<file path="src/hdl/owss_pkg.sv">
package owss_pkg;

  // Operation codes of an input item
  typedef enum logic [1:0] {
    OP_CLEAR = 2'd0,
    OP_START = 2'd1,
    OP_PAIR  = 2'd2
  } op_e;

  typedef enum logic [2:0] {
    ST_DIRECTION   = 3'd0,
    ST_FOUND       = 3'd1,
    ST_NO_RESPONSE = 3'd2,
    ST_NO_PRESENCE = 3'd3,
    ST_EXHAUSTED   = 3'd4,
    ST_STARTED     = 3'd5,
    ST_CLEARED     = 3'd6,
    ST_IGNORED     = 3'd7
  } status_e;

  // Positions below this one lie in the family byte
  localparam int FAMILY_LIMIT = 9;
  localparam int FAM_W = 4;

  typedef struct packed {
    logic [1:0] operation;
    logic       presence_ok;
    logic       id_bit;
    logic       complement_bit;
  } item_t;

  typedef struct packed {
    status_e            status;
    logic               direction;
    logic [FAM_W-1:0]   family_discrepancy;
    logic               last_device;
  } result_t;

endpackage

</file>
<file path="src/hdl/onewire_rom_search_step_top.sv">
// Channel  Handshake                  Payload
// in       in_valid_i / in_ready_o    operation_i, presence_ok_i, id_bit_i, complement_bit_i
// out      out_valid_o / out_ready_i  status_o, direction_o, rom_id_o, family_discrepancy_o, ...
//                                     (last_device_o)
//
// One item per cycle sustained while out_ready_i accepts results; out_valid_o rises once the item
// has passed from the input register through the decision logic into the result register.
// The search state updates in the cycle the item moves from input to result register.
// rst_ni clears the search state: ROM id 0, bit position 1, no pass open.
// A stalled output holds its result; the input register still takes one more item.
module onewire_rom_search_step_top #(
  parameter int ID_BITS = 64
) (
  input  logic               clk_i,
  input  logic               rst_ni,
  input  logic               in_valid_i,
  output logic               in_ready_o,
  input  logic [1:0]         operation_i,
  input  logic               presence_ok_i,
  input  logic               id_bit_i,
  input  logic               complement_bit_i,
  output logic               out_valid_o,
  input  logic               out_ready_i,
  output logic [2:0]         status_o,
  output logic               direction_o,
  output logic [ID_BITS-1:0] rom_id_o,
  output logic [3:0]         family_discrepancy_o,
  output logic               last_device_o
);

  logic                in_vld_q, in_vld_d;
  owss_pkg::item_t     item_q;
  logic                out_vld_q, out_vld_d;
  owss_pkg::result_t   res_q, res_d;
  logic [ID_BITS-1:0]  rom_q, rom_d;
  logic                step;
  logic                in_take;

  assign step       = in_vld_q && (!out_vld_q || out_ready_i);
  assign in_ready_o = !in_vld_q || step;
  assign in_take    = in_valid_i && in_ready_o;

  assign in_vld_d  = in_take ? 1'b1 : (step ? 1'b0 : in_vld_q);
  assign out_vld_d = step ? 1'b1 : (out_ready_i ? 1'b0 : out_vld_q);

  owss_core #(
    .ID_BITS(ID_BITS)
  ) u_core (
    .clk_i   (clk_i),
    .rst_ni  (rst_ni),
    .step_i  (step),
    .item_i  (item_q),
    .result_o(res_d),
    .rom_id_o(rom_d)
  );

  always_ff @(posedge clk_i or negedge rst_ni) begin
    if (!rst_ni) begin
      in_vld_q  <= 1'b0;
      out_vld_q <= 1'b0;
    end else begin
      in_vld_q  <= in_vld_d;
      out_vld_q <= out_vld_d;
    end
  end

  always_ff @(posedge clk_i) begin
    if (in_take) begin
      item_q.operation      <= operation_i;
      item_q.presence_ok    <= presence_ok_i;
      item_q.id_bit         <= id_bit_i;
      item_q.complement_bit <= complement_bit_i;
    end
    if (step) begin
      res_q <= res_d;
      rom_q <= rom_d;
    end
  end

  assign out_valid_o          = out_vld_q;
  assign status_o             = res_q.status;
  assign direction_o          = res_q.direction;
  assign rom_id_o             = rom_q;
  assign family_discrepancy_o = res_q.family_discrepancy;
  assign last_device_o        = res_q.last_device;

endmodule

</file>
<file path="src/hdl/owss_core.sv">
module owss_core #(
  parameter int ID_BITS = 64
) (
  input  logic                 clk_i,
  input  logic                 rst_ni,
  input  logic                 step_i,
  input  owss_pkg::item_t      item_i,
  output owss_pkg::result_t    result_o,
  output logic [ID_BITS-1:0]   rom_id_o
);

  localparam int PosW = $clog2(ID_BITS + 2);
  localparam int IdxW = $clog2(ID_BITS);

  logic [ID_BITS-1:0]            rom_q, rom_d;
  logic [PosW-1:0]               bitpos_q, bitpos_d;
  logic [PosW-1:0]               lastzero_q, lastzero_d;
  logic [PosW-1:0]               prevd_q, prevd_d;
  logic [owss_pkg::FAM_W-1:0]    fam_q, fam_d;
  logic                          done_q, done_d;
  logic                          pass_q, pass_d;

  logic [PosW-1:0] pos_m1;
  logic [IdxW-1:0] idx;
  logic            dir;
  owss_pkg::status_e status;

  assign pos_m1 = bitpos_q - PosW'(1);
  assign idx    = pos_m1[IdxW-1:0];

  always_comb begin
    rom_d      = rom_q;
    bitpos_d   = bitpos_q;
    lastzero_d = lastzero_q;
    prevd_d    = prevd_q;
    fam_d      = fam_q;
    done_d     = done_q;
    pass_d     = pass_q;
    status     = owss_pkg::ST_IGNORED;
    dir        = 1'b0;
    unique case (item_i.operation)
      owss_pkg::OP_CLEAR: begin
        prevd_d = '0;
        fam_d   = '0;
        done_d  = 1'b0;
        pass_d  = 1'b0;
        status  = owss_pkg::ST_CLEARED;
      end
      owss_pkg::OP_START: begin
        if (done_q) begin
          pass_d = 1'b0;
          status = owss_pkg::ST_EXHAUSTED;
        end else if (!item_i.presence_ok) begin
          prevd_d = '0;
          fam_d   = '0;
          done_d  = 1'b0;
          pass_d  = 1'b0;
          status  = owss_pkg::ST_NO_PRESENCE;
        end else begin
          bitpos_d   = PosW'(1);
          lastzero_d = '0;
          pass_d     = 1'b1;
          status     = owss_pkg::ST_STARTED;
        end
      end
      owss_pkg::OP_PAIR: begin
        if (pass_q) begin
          if (item_i.id_bit && item_i.complement_bit) begin
            pass_d = 1'b0;
            status = owss_pkg::ST_NO_RESPONSE;
          end else begin
            if (item_i.id_bit != item_i.complement_bit) begin
              dir = item_i.id_bit;
            end else begin
              // discrepancy: replay old path, take 1 at the last one, 0 beyond
              if (bitpos_q < prevd_q) begin
                dir = rom_q[idx];
              end else begin
                dir = (bitpos_q == prevd_q);
              end
              if (!dir) begin
                lastzero_d = bitpos_q;
                if (bitpos_q < PosW'(owss_pkg::FAMILY_LIMIT)) begin
                  fam_d = bitpos_q[owss_pkg::FAM_W-1:0];
                end
              end
            end
            rom_d[idx] = dir;
            if (bitpos_q >= PosW'(ID_BITS)) begin
              prevd_d = lastzero_d;
              if (lastzero_d == '0) begin
                done_d = 1'b1;
              end
              pass_d   = 1'b0;
              bitpos_d = PosW'(ID_BITS + 1);
              status   = owss_pkg::ST_FOUND;
            end else begin
              bitpos_d = bitpos_q + PosW'(1);
              status   = owss_pkg::ST_DIRECTION;
            end
          end
        end
      end
      default: begin
      end
    endcase
  end

  assign result_o.status             = status;
  assign result_o.direction          = dir;
  assign result_o.family_discrepancy = fam_d;
  assign result_o.last_device        = done_d;
  assign rom_id_o                    = rom_d;

  always_ff @(posedge clk_i or negedge rst_ni) begin
    if (!rst_ni) begin
      rom_q      <= '0;
      bitpos_q   <= PosW'(1);
      lastzero_q <= '0;
      prevd_q    <= '0;
      fam_q      <= '0;
      done_q     <= 1'b0;
      pass_q     <= 1'b0;
    end else if (step_i) begin
      rom_q      <= rom_d;
      bitpos_q   <= bitpos_d;
      lastzero_q <= lastzero_d;
      prevd_q    <= prevd_d;
      fam_q      <= fam_d;
      done_q     <= done_d;
      pass_q     <= pass_d;
    end
  end

endmodule

</file>
<file path="config.mk">
export PLATFORM = sky130hd
export DESIGN_NAME = onewire_rom_search_step_top
export DESIGN_NICKNAME = d
export VERILOG_FILES = /design/src/hdl/owss_pkg.sv /design/src/hdl/onewire_rom_search_step_top.sv /design/src/hdl/owss_core.sv
export SDC_FILE = /design/constraint.sdc
export NUM_CORES = 1
export LEC_CHECK = 0
export BUFFER_PORTS_ARGS = -buffer_cell sky130_fd_sc_hd__buf_2
export CAP_MARGIN = 20
export CORE_UTILIZATION = 45
export CTS_BUF_LIST = sky130_fd_sc_hd__clkbuf_2
export DETAILED_ROUTE_END_ITERATION = 10
export GPL_TIMING_DRIVEN = 0
export PLACE_DENSITY = 0.69
export SYNTH_ARGS = -nofsm -noshare
export SYNTH_HDL_FRONTEND = slang
export SYNTH_SLANG_ARGS = --single-unit
</file>
<file path="constraint.sdc">
create_clock -name clk_i -period 7.4 [get_ports clk_i]
set_input_delay 0.74 -clock clk_i [delete_from_list [all_inputs] [get_ports clk_i]]
set_output_delay 0.74 -clock clk_i [all_outputs]
set_load 0.03 [all_outputs]
</file>
After elaboration in Yosys (flattened, before gate mapping)
Cells that the tools add are included.
- input bits: 9
- bits in registers: 171
- logic and storage cells: 124
- bitwise gates (word level): 2
- $add $sub $neg: 2
- equality and inequality tests: 10
- $lt $le $gt $ge: 5
- reduce and logical (&&, ||, !) cells: 18
- multiplexer cells: 69
- operator list (kind ; number):
    2-to-1 mux 64 bit ; 3
    2-to-1 mux 7 bit ; 19
    bitwise mux 64 bit ; 1
    2-to-1 mux 4 bit ; 7
    case mux 7 bit (2 select lines) ; 2
    2-to-1 mux 1 bit ; 26
    case mux 7 bit (3 select lines) ; 1
    2-to-1 mux 3 bit ; 4
    case mux 4 bit (3 select lines) ; 1
    case mux 3 bit (3 select lines) ; 1
    inequality test 2 bit, second input constant ; 4
    adder 7 x 1 -> 7 bit, second input constant ; 1
    == test 7 bit ; 1
    >= comparator 7 bit, second input constant ; 1
    logical NOT 7 bit ; 1
    less-than comparator 6 x 7 -> 1 bit, second input constant ; 1
    less-than comparator 7 x 4 -> 1 bit, second input constant ; 1
    less-than comparator 7 bit ; 1
    AND reduction 7 bit ; 1
    binary-select mux 1 bit (select 6 bit) ; 1
    demux 1 bit (select 6 bit) ; 1
    >= comparator 6 x 1 -> 1 bit, second input constant ; 1
    case mux 1 bit (3 select lines) ; 2
    AND reduction 6 bit ; 1
    14 further kinds ; 23

Depth between registers and ports, before layout
- depth after elaboration: 19
- gate-level depth with buffers: 17

Cells and area by module
From an unflattened synthesis, not the netlist that was laid out.
- cell total of the unflattened synthesis: 852
- area total of the unflattened synthesis: 8732.1 um2
- modules (own cells, without submodules) (module ; area an instance (um2) ; cells an instance ; times used):
    owss_core ; 6286.0 ; 766 ; 1
    onewire_rom_search_step_top ; 2446.1 ; 86 ; 1

Worst setup path before layout
No wires, ideal clock.
- path type: register to register
- start point: register u_core.bitpos_q[0]
- end point: register rom_q[59], in the netlist rom_id_o[59], data pin
- cell stages (with the launch flop): 16
- arrival: 3.906 ns
- slack: 3.232 ns
- buffers on the path: 5
- path through: dfstp_2 > buf_4 > buf_2 > clkinv_1 > ha_1 > xor2_4 > mux4_2 > mux2_2 > o311ai_0 > a2111o_1 > and3b_1 > buf_6 > a21oi_4 > buf_6 > buf_4 > mux2_1
- cells in the longest elaborated chain, start to end: 16
- ends and longest elaborated chain (item ; line ; RTL):
    start: declaration ; owss_core.sv:16 ; logic [PosW-1:0] bitpos_q, bitpos_d;
    start signal: assignment ; owss_core.sv:118 ; bitpos_q <= PosW'(1);
    start signal: assignment ; owss_core.sv:126 ; bitpos_q <= bitpos_d;
    subtractor 6 x 1 -> 6 bit ; owss_core.sv:28 ; assign pos_m1 = bitpos_q - PosW'(1);
    binary-select mux 1 bit (select 6 bit) ; owss_core.sv:77 ; dir = rom_q[idx];
    2-to-1 mux 1 bit (implied by the code) ; owss_core.sv:77 ;
    2-to-1 mux 1 bit ; owss_core.sv:76 ; if (bitpos_q < prevd_q) begin
    2-to-1 mux 1 bit ; owss_core.sv:72 ; if (item_i.id_bit != item_i.complement_bit) begin
    2-to-1 mux 1 bit ; owss_core.sv:68 ; if (item_i.id_bit && item_i.complement_bit) begin
    2-to-1 mux 1 bit ; owss_core.sv:67 ; if (pass_q) begin
    2-to-1 mux 1 bit ; owss_core.sv:41 ; unique case (item_i.operation)
    2-to-1 mux 1 bit ; owss_core.sv:72 ;
    2-to-1 mux 1 bit ; owss_core.sv:68 ;
    2-to-1 mux 1 bit ; owss_core.sv:67 ;
    2-to-1 mux 1 bit ; owss_core.sv:41 ;
    bitwise mux 64 bit * ; owss_core.sv:88 ; rom_d[idx] = dir;
    2-to-1 mux 64 bit * ; owss_core.sv:68 ;
    2-to-1 mux 64 bit * ; owss_core.sv:67 ;
    2-to-1 mux 64 bit * ; owss_core.sv:41 ;
    via rom_d[59] ; onewire_rom_search_step_top.sv:35 ; logic [ID_BITS-1:0] rom_q, rom_d;
    end signal: assignment ; onewire_rom_search_step_top.sv:76 ; rom_q <= rom_d;
    end: declaration ; onewire_rom_search_step_top.sv:35 ;
The timed path passes the listed nets; every way through them passes the cells marked *. The select of a mux whose other input is x is not followed.
A chain may end at the register's enable or synchronous reset.

Final worst setup path
- start point: register u_core.bitpos_q[0]
- end point: register rom_q[17], in the netlist rom_id_o[17], data pin
The elaborated chain is that of the path after synthesis.

==> results.txt <==
After synthesis, the mean cell area works out to 11.86 um2. The per-cell routed wire length is 19.48 um. The switching share of power is 39.53%. The number of buffers inserted by post-CTS setup repair is 0.

The remaining antenna violation count came out at 0. The die outline area came out at 20470 um2. The run finished with clean final reports. The number of antenna violations at the first check in global routing came out at 1. After synthesis, the share of flip-flops with an asynchronous set or reset is 54.39%.

TritonCTS built the clock tree. At the worst endpoint, the required time is 7.95 ns. The count of cell types in the netlist came out at 62. The parity-gate share of the synthesized area counting xor and xnor cells came out at 0.4051%. The number of enable-type register cells in the synthesized netlist came out at 78. The final weighted congestion in routability-driven placement is 0.8579.

STA classifies the critical path startpoint as a flop. The maximum root-to-sink buffer count came out at 2. The startpoint-to-endpoint class of the critical path is flop to flop. The number of input and output port buffers inserted came out at 83.

The first-pass GRT wire length is 34760 um. The number of nets in the layout came out at 893. In the post-synthesis netlist, the biggest area contributors are edfxtp_1, dfrtp_1, mux2_2, nand2_1, mux4_2. In this run the worst path has a maximum fanout of 10. The clock buffer count from CTS came out at 17. Leaving out fill and tap cells, the most frequent cells in the layout are nand2_1, mux2_2, dfrtp_1.

The fraction of final layout cells with drive strength greater than 1 came out at 32.43%. Counting both buffers and inverters, the worst setup path holds a total of 8. The worst voltage drop across the vdd grid is 147.9 uV. On the critical path the largest part of the delay comes from buffers and inverters. The overall fraction of global-route tracks in use came out at 22.85%. Counting cells, the worst reg-to-reg path comes to 17. The final routed DRC violation total came out at 0. The die is 143.1 um wide. The via count normalized by instance count is 5.640. The count of pins on the block boundary came out at 84. The combinational family with the most area after synthesis is multiplexers. Setup violations remaining at the end of the flow were counted as 0.

The number of warnings issued by yosys is 0. The number of register bits inferred by synthesis came out at 171. Of the total synthesized cell area, the portion taken by AND, OR, NAND and NOR gates is 13.09%.

The sequential fraction of design power came out at 44.9%. The switching component of the power came out at 967.0 uW. Row generation in the floorplan step produced 51 rows. Counting buffers and inverters, the worst setup path is 17 cells deep. The leading cell type in the layout, fill and taps excluded is nand2_1.

The maximum frequency from static timing analysis came out at 185.3 MHz. The half-perimeter wire length of the detailed placement result is 15220 um. The worst stage delay on the critical path is 0.62 ns. The via count of the first global-routing pass came to 6105. The time the final worst path needs with I/O delays and setup is 5.396 ns.

The cell with the biggest individual delay on the critical path is buf_1. The clock network burns 20.1% of the power. The fraction of synthesized area in multiplexers came out at 22.24%. Data on the critical path arrives at its endpoint at 5.95 ns.

The final routed wirelength across all metal layers came out at 22360 um. For the pin with the worst max-slew slack, the measured transition is 1.085 ns. In this run, the number of DRC markers left after iteration 0 of detailed routing was 577. The synthesis-to-finish area growth came out at 12.82%. The region available for standard cell placement spans 19460 um2. The worst slew margin relative to its limit came out at 27.38%. Clock latency on the worst-skew pair, taken at its later pin, is 0.80 ns. The chip height is 143.1 um. The critical path goes through buf_4 -> buf_2 -> clkinv_1 -> ha_1 -> buf_2 -> buf_1 -> mux4_2 -> mux2i_1 -> o211ai_1 -> o311ai_0 -> a2111o_1 -> and3b_1 -> buf_6 -> a21oi_4 -> buf_8 -> buf_6 -> mux2_1. Once the floorplan was initialized, standard cells occupied 46.02% of the core. The number of max-slew violations in the final report is 0. The combinational group share of total power came out at 35.1%. The internal power contribution is 1.479 mW. The power per cell area is 242.1 nW/um2. The portion of the post-synthesis area used by sequential elements is 52.14%.

Of all cell types, the one taking the most synthesized area is edfxtp_1. Clock-pin slew was measured on the worst setup and hold paths at 0.27 ns. The period utilization is 72.92%. Clock tree synthesis found a total of 171 sinks. The worst setup path is captured at a flop. Setup repair after global routing left no endpoint under its margin. Along the worst hold path, the cell count comes to 1. The number of nets in the synthesized netlist came out at 779.

The final setup skew is 0.06110 ns. The standard cell area after detailed placement came out at 9864 um2. The adder-cell area share of the yosys netlist came out at 2.095%. Among all flip-flop cells after synthesis, the most frequent one is dfrtp_1. The complex-gate fraction of the synthesized area came out at 5.643%. The final instance area came out at 10110 um2. The share of the synthesized area in the top cell type came out at 26.15%. The maximum number of pins on one net before global-route repair came out at 58. In this run the number of H-tree levels came out at 4. The min-delay analysis places its worst path in the category input port to flop. Counting every instance in the synthesized netlist gives 755. For this block, the via count after detailed routing is 6475.

The final-layout setup total negative slack came out at 0 ns. The number of optimization iterations in the first detailed-route pass came out at 6. The final number of hold-violating endpoints came out at 0. The reported leakage power came out at 4.319 nW. The area of the mapped netlist came out at 8957 um2. The max-capacitance violation count is 0.

The overflow left after global routing is 0. Clock tree synthesis selected as its root buffer the cell clkbuf_2.
sequential cells by signal, indices dropped and copies added, names as in the netlist:
register,count
item_q,5
u_core.rom_q,64
u_core.bitpos_q,7
u_core.prevd_q,7
status_o,3
out_valid_o,1
u_core.lastzero_q,7
direction_o,1
family_discrepancy_o,4
u_core.pass_q,1
in_vld_q,1
u_core.fam_q,4
last_device_o,1
u_core.done_q,1
rom_id_o,64
worst reg2reg max path: stages (launching register included):
cell and delay [ns]:
dfstp_2 0.59, buf_4 0.20, buf_2 0.35, clkinv_1 0.44, ha_1 0.43, buf_2 0.32
buf_1 0.63, mux4_2 0.42, mux2i_1 0.22, o211ai_1 0.13, o311ai_0 0.18, a2111o_1 0.20
and3b_1 0.18, buf_6 0.17, a21oi_4 0.06, buf_8 0.17, buf_6 0.15, mux2_1 0.33
final timing paths:
check	start	endpoint	slack [ns]
max	u_core.bitpos_q[0]	rom_id_o[17]	2.00
min	complement_bit_i	item_q[0]	0.14
max reg2reg	u_core.bitpos_q[0]	rom_id_o[17]	2.00
min reg2reg	in_vld_q	out_valid_o	0.52
max in group asynchronous	rst_ni	u_core.bitpos_q[0]	6.16
min in group asynchronous	rst_ni	u_core.rom_q[15]	0.52
cell usage after synthesis (9+ instances only):
master,count
mux2_2,111
nor4_1,11
mux4_2,14
nor2_1,29
dfrtp_1,92
nand2_1,144
inv_1,18
mux2_1,19
o22ai_1,9
clkbuf_1,27
mux2i_1,16
ha_1,15
nand3_1,17
buf_6,12
nor3_1,17
o21ai_0,21
edfxtp_1,78
stage by stage:
stage	utilization (%)	setup slack, ns	std cells	power (mW)	hold WS (ns)
final	51.93	2.004	1148	2.446	0.1437
after global routing	51.93	1.848	1148	2.568	0.04100
after CTS	51.89	2.098	1146	2.445	0.08155
after detailed placement	50.68	2.139	1113	1.961	0.4941
after global placement	49.86	1.328	1103	1.938	0.4828
after floorplan	-	3.232	755	1.718	0.4444
cells by family (layout without fill, tap and decap cells):
family | Yosys count | in the layout
other | 0 | 1
xor gates and xnor gates | 2 | 2
buffers and inverters | 73 | 200
AOI/OAI and AO/OA | 72 | 72
adders and majority gates | 15 | 15
DFF | 171 | 171
and+or+nand+nor | 260 | 260
muxes | 162 | 162
area by class of cell:
class | instances | area, um2
Clock inverter | 15 | 138.9
Fill cell | 1726 | 9356
Buffer | 51 | 310.3
Antenna cell | 1 | 2.502
Multi-Input combinational cell | 511 | 3939
Sequential cell | 171 | 4671
Inverter | 22 | 83.83
Tap cell | 265 | 331.6
Timing Repair Buffer | 95 | 544.3
Clock buffer | 17 | 85.08
power by group through the flow:
stage	sequential (mW)	combinational (mW)	clock, mW
after CTS	1.10	0.848	0.499
after detailed placement	1.12	0.845	0
after global routing	1.10	0.922	0.541
after global placement	1.12	0.821	0
final	1.10	0.858	0.491
after floorplan	1.17	0.549	0
per-layer routing:
layer	GRT usage (%)	vias up	share of wire, %
li1	-	2963	-
met1	32.58	3184	45
met2	33.94	292	45
met3	6.304	36	7.8
met4	6.338	0	1.9
met5	0	-	0
what timing repair did:
item	CTS	global route
endpoints found under the hold margin	47	0
resized for setup	0	0
hold buffers	1	0
Note: power is estimated with default switching activity, not from simulation.
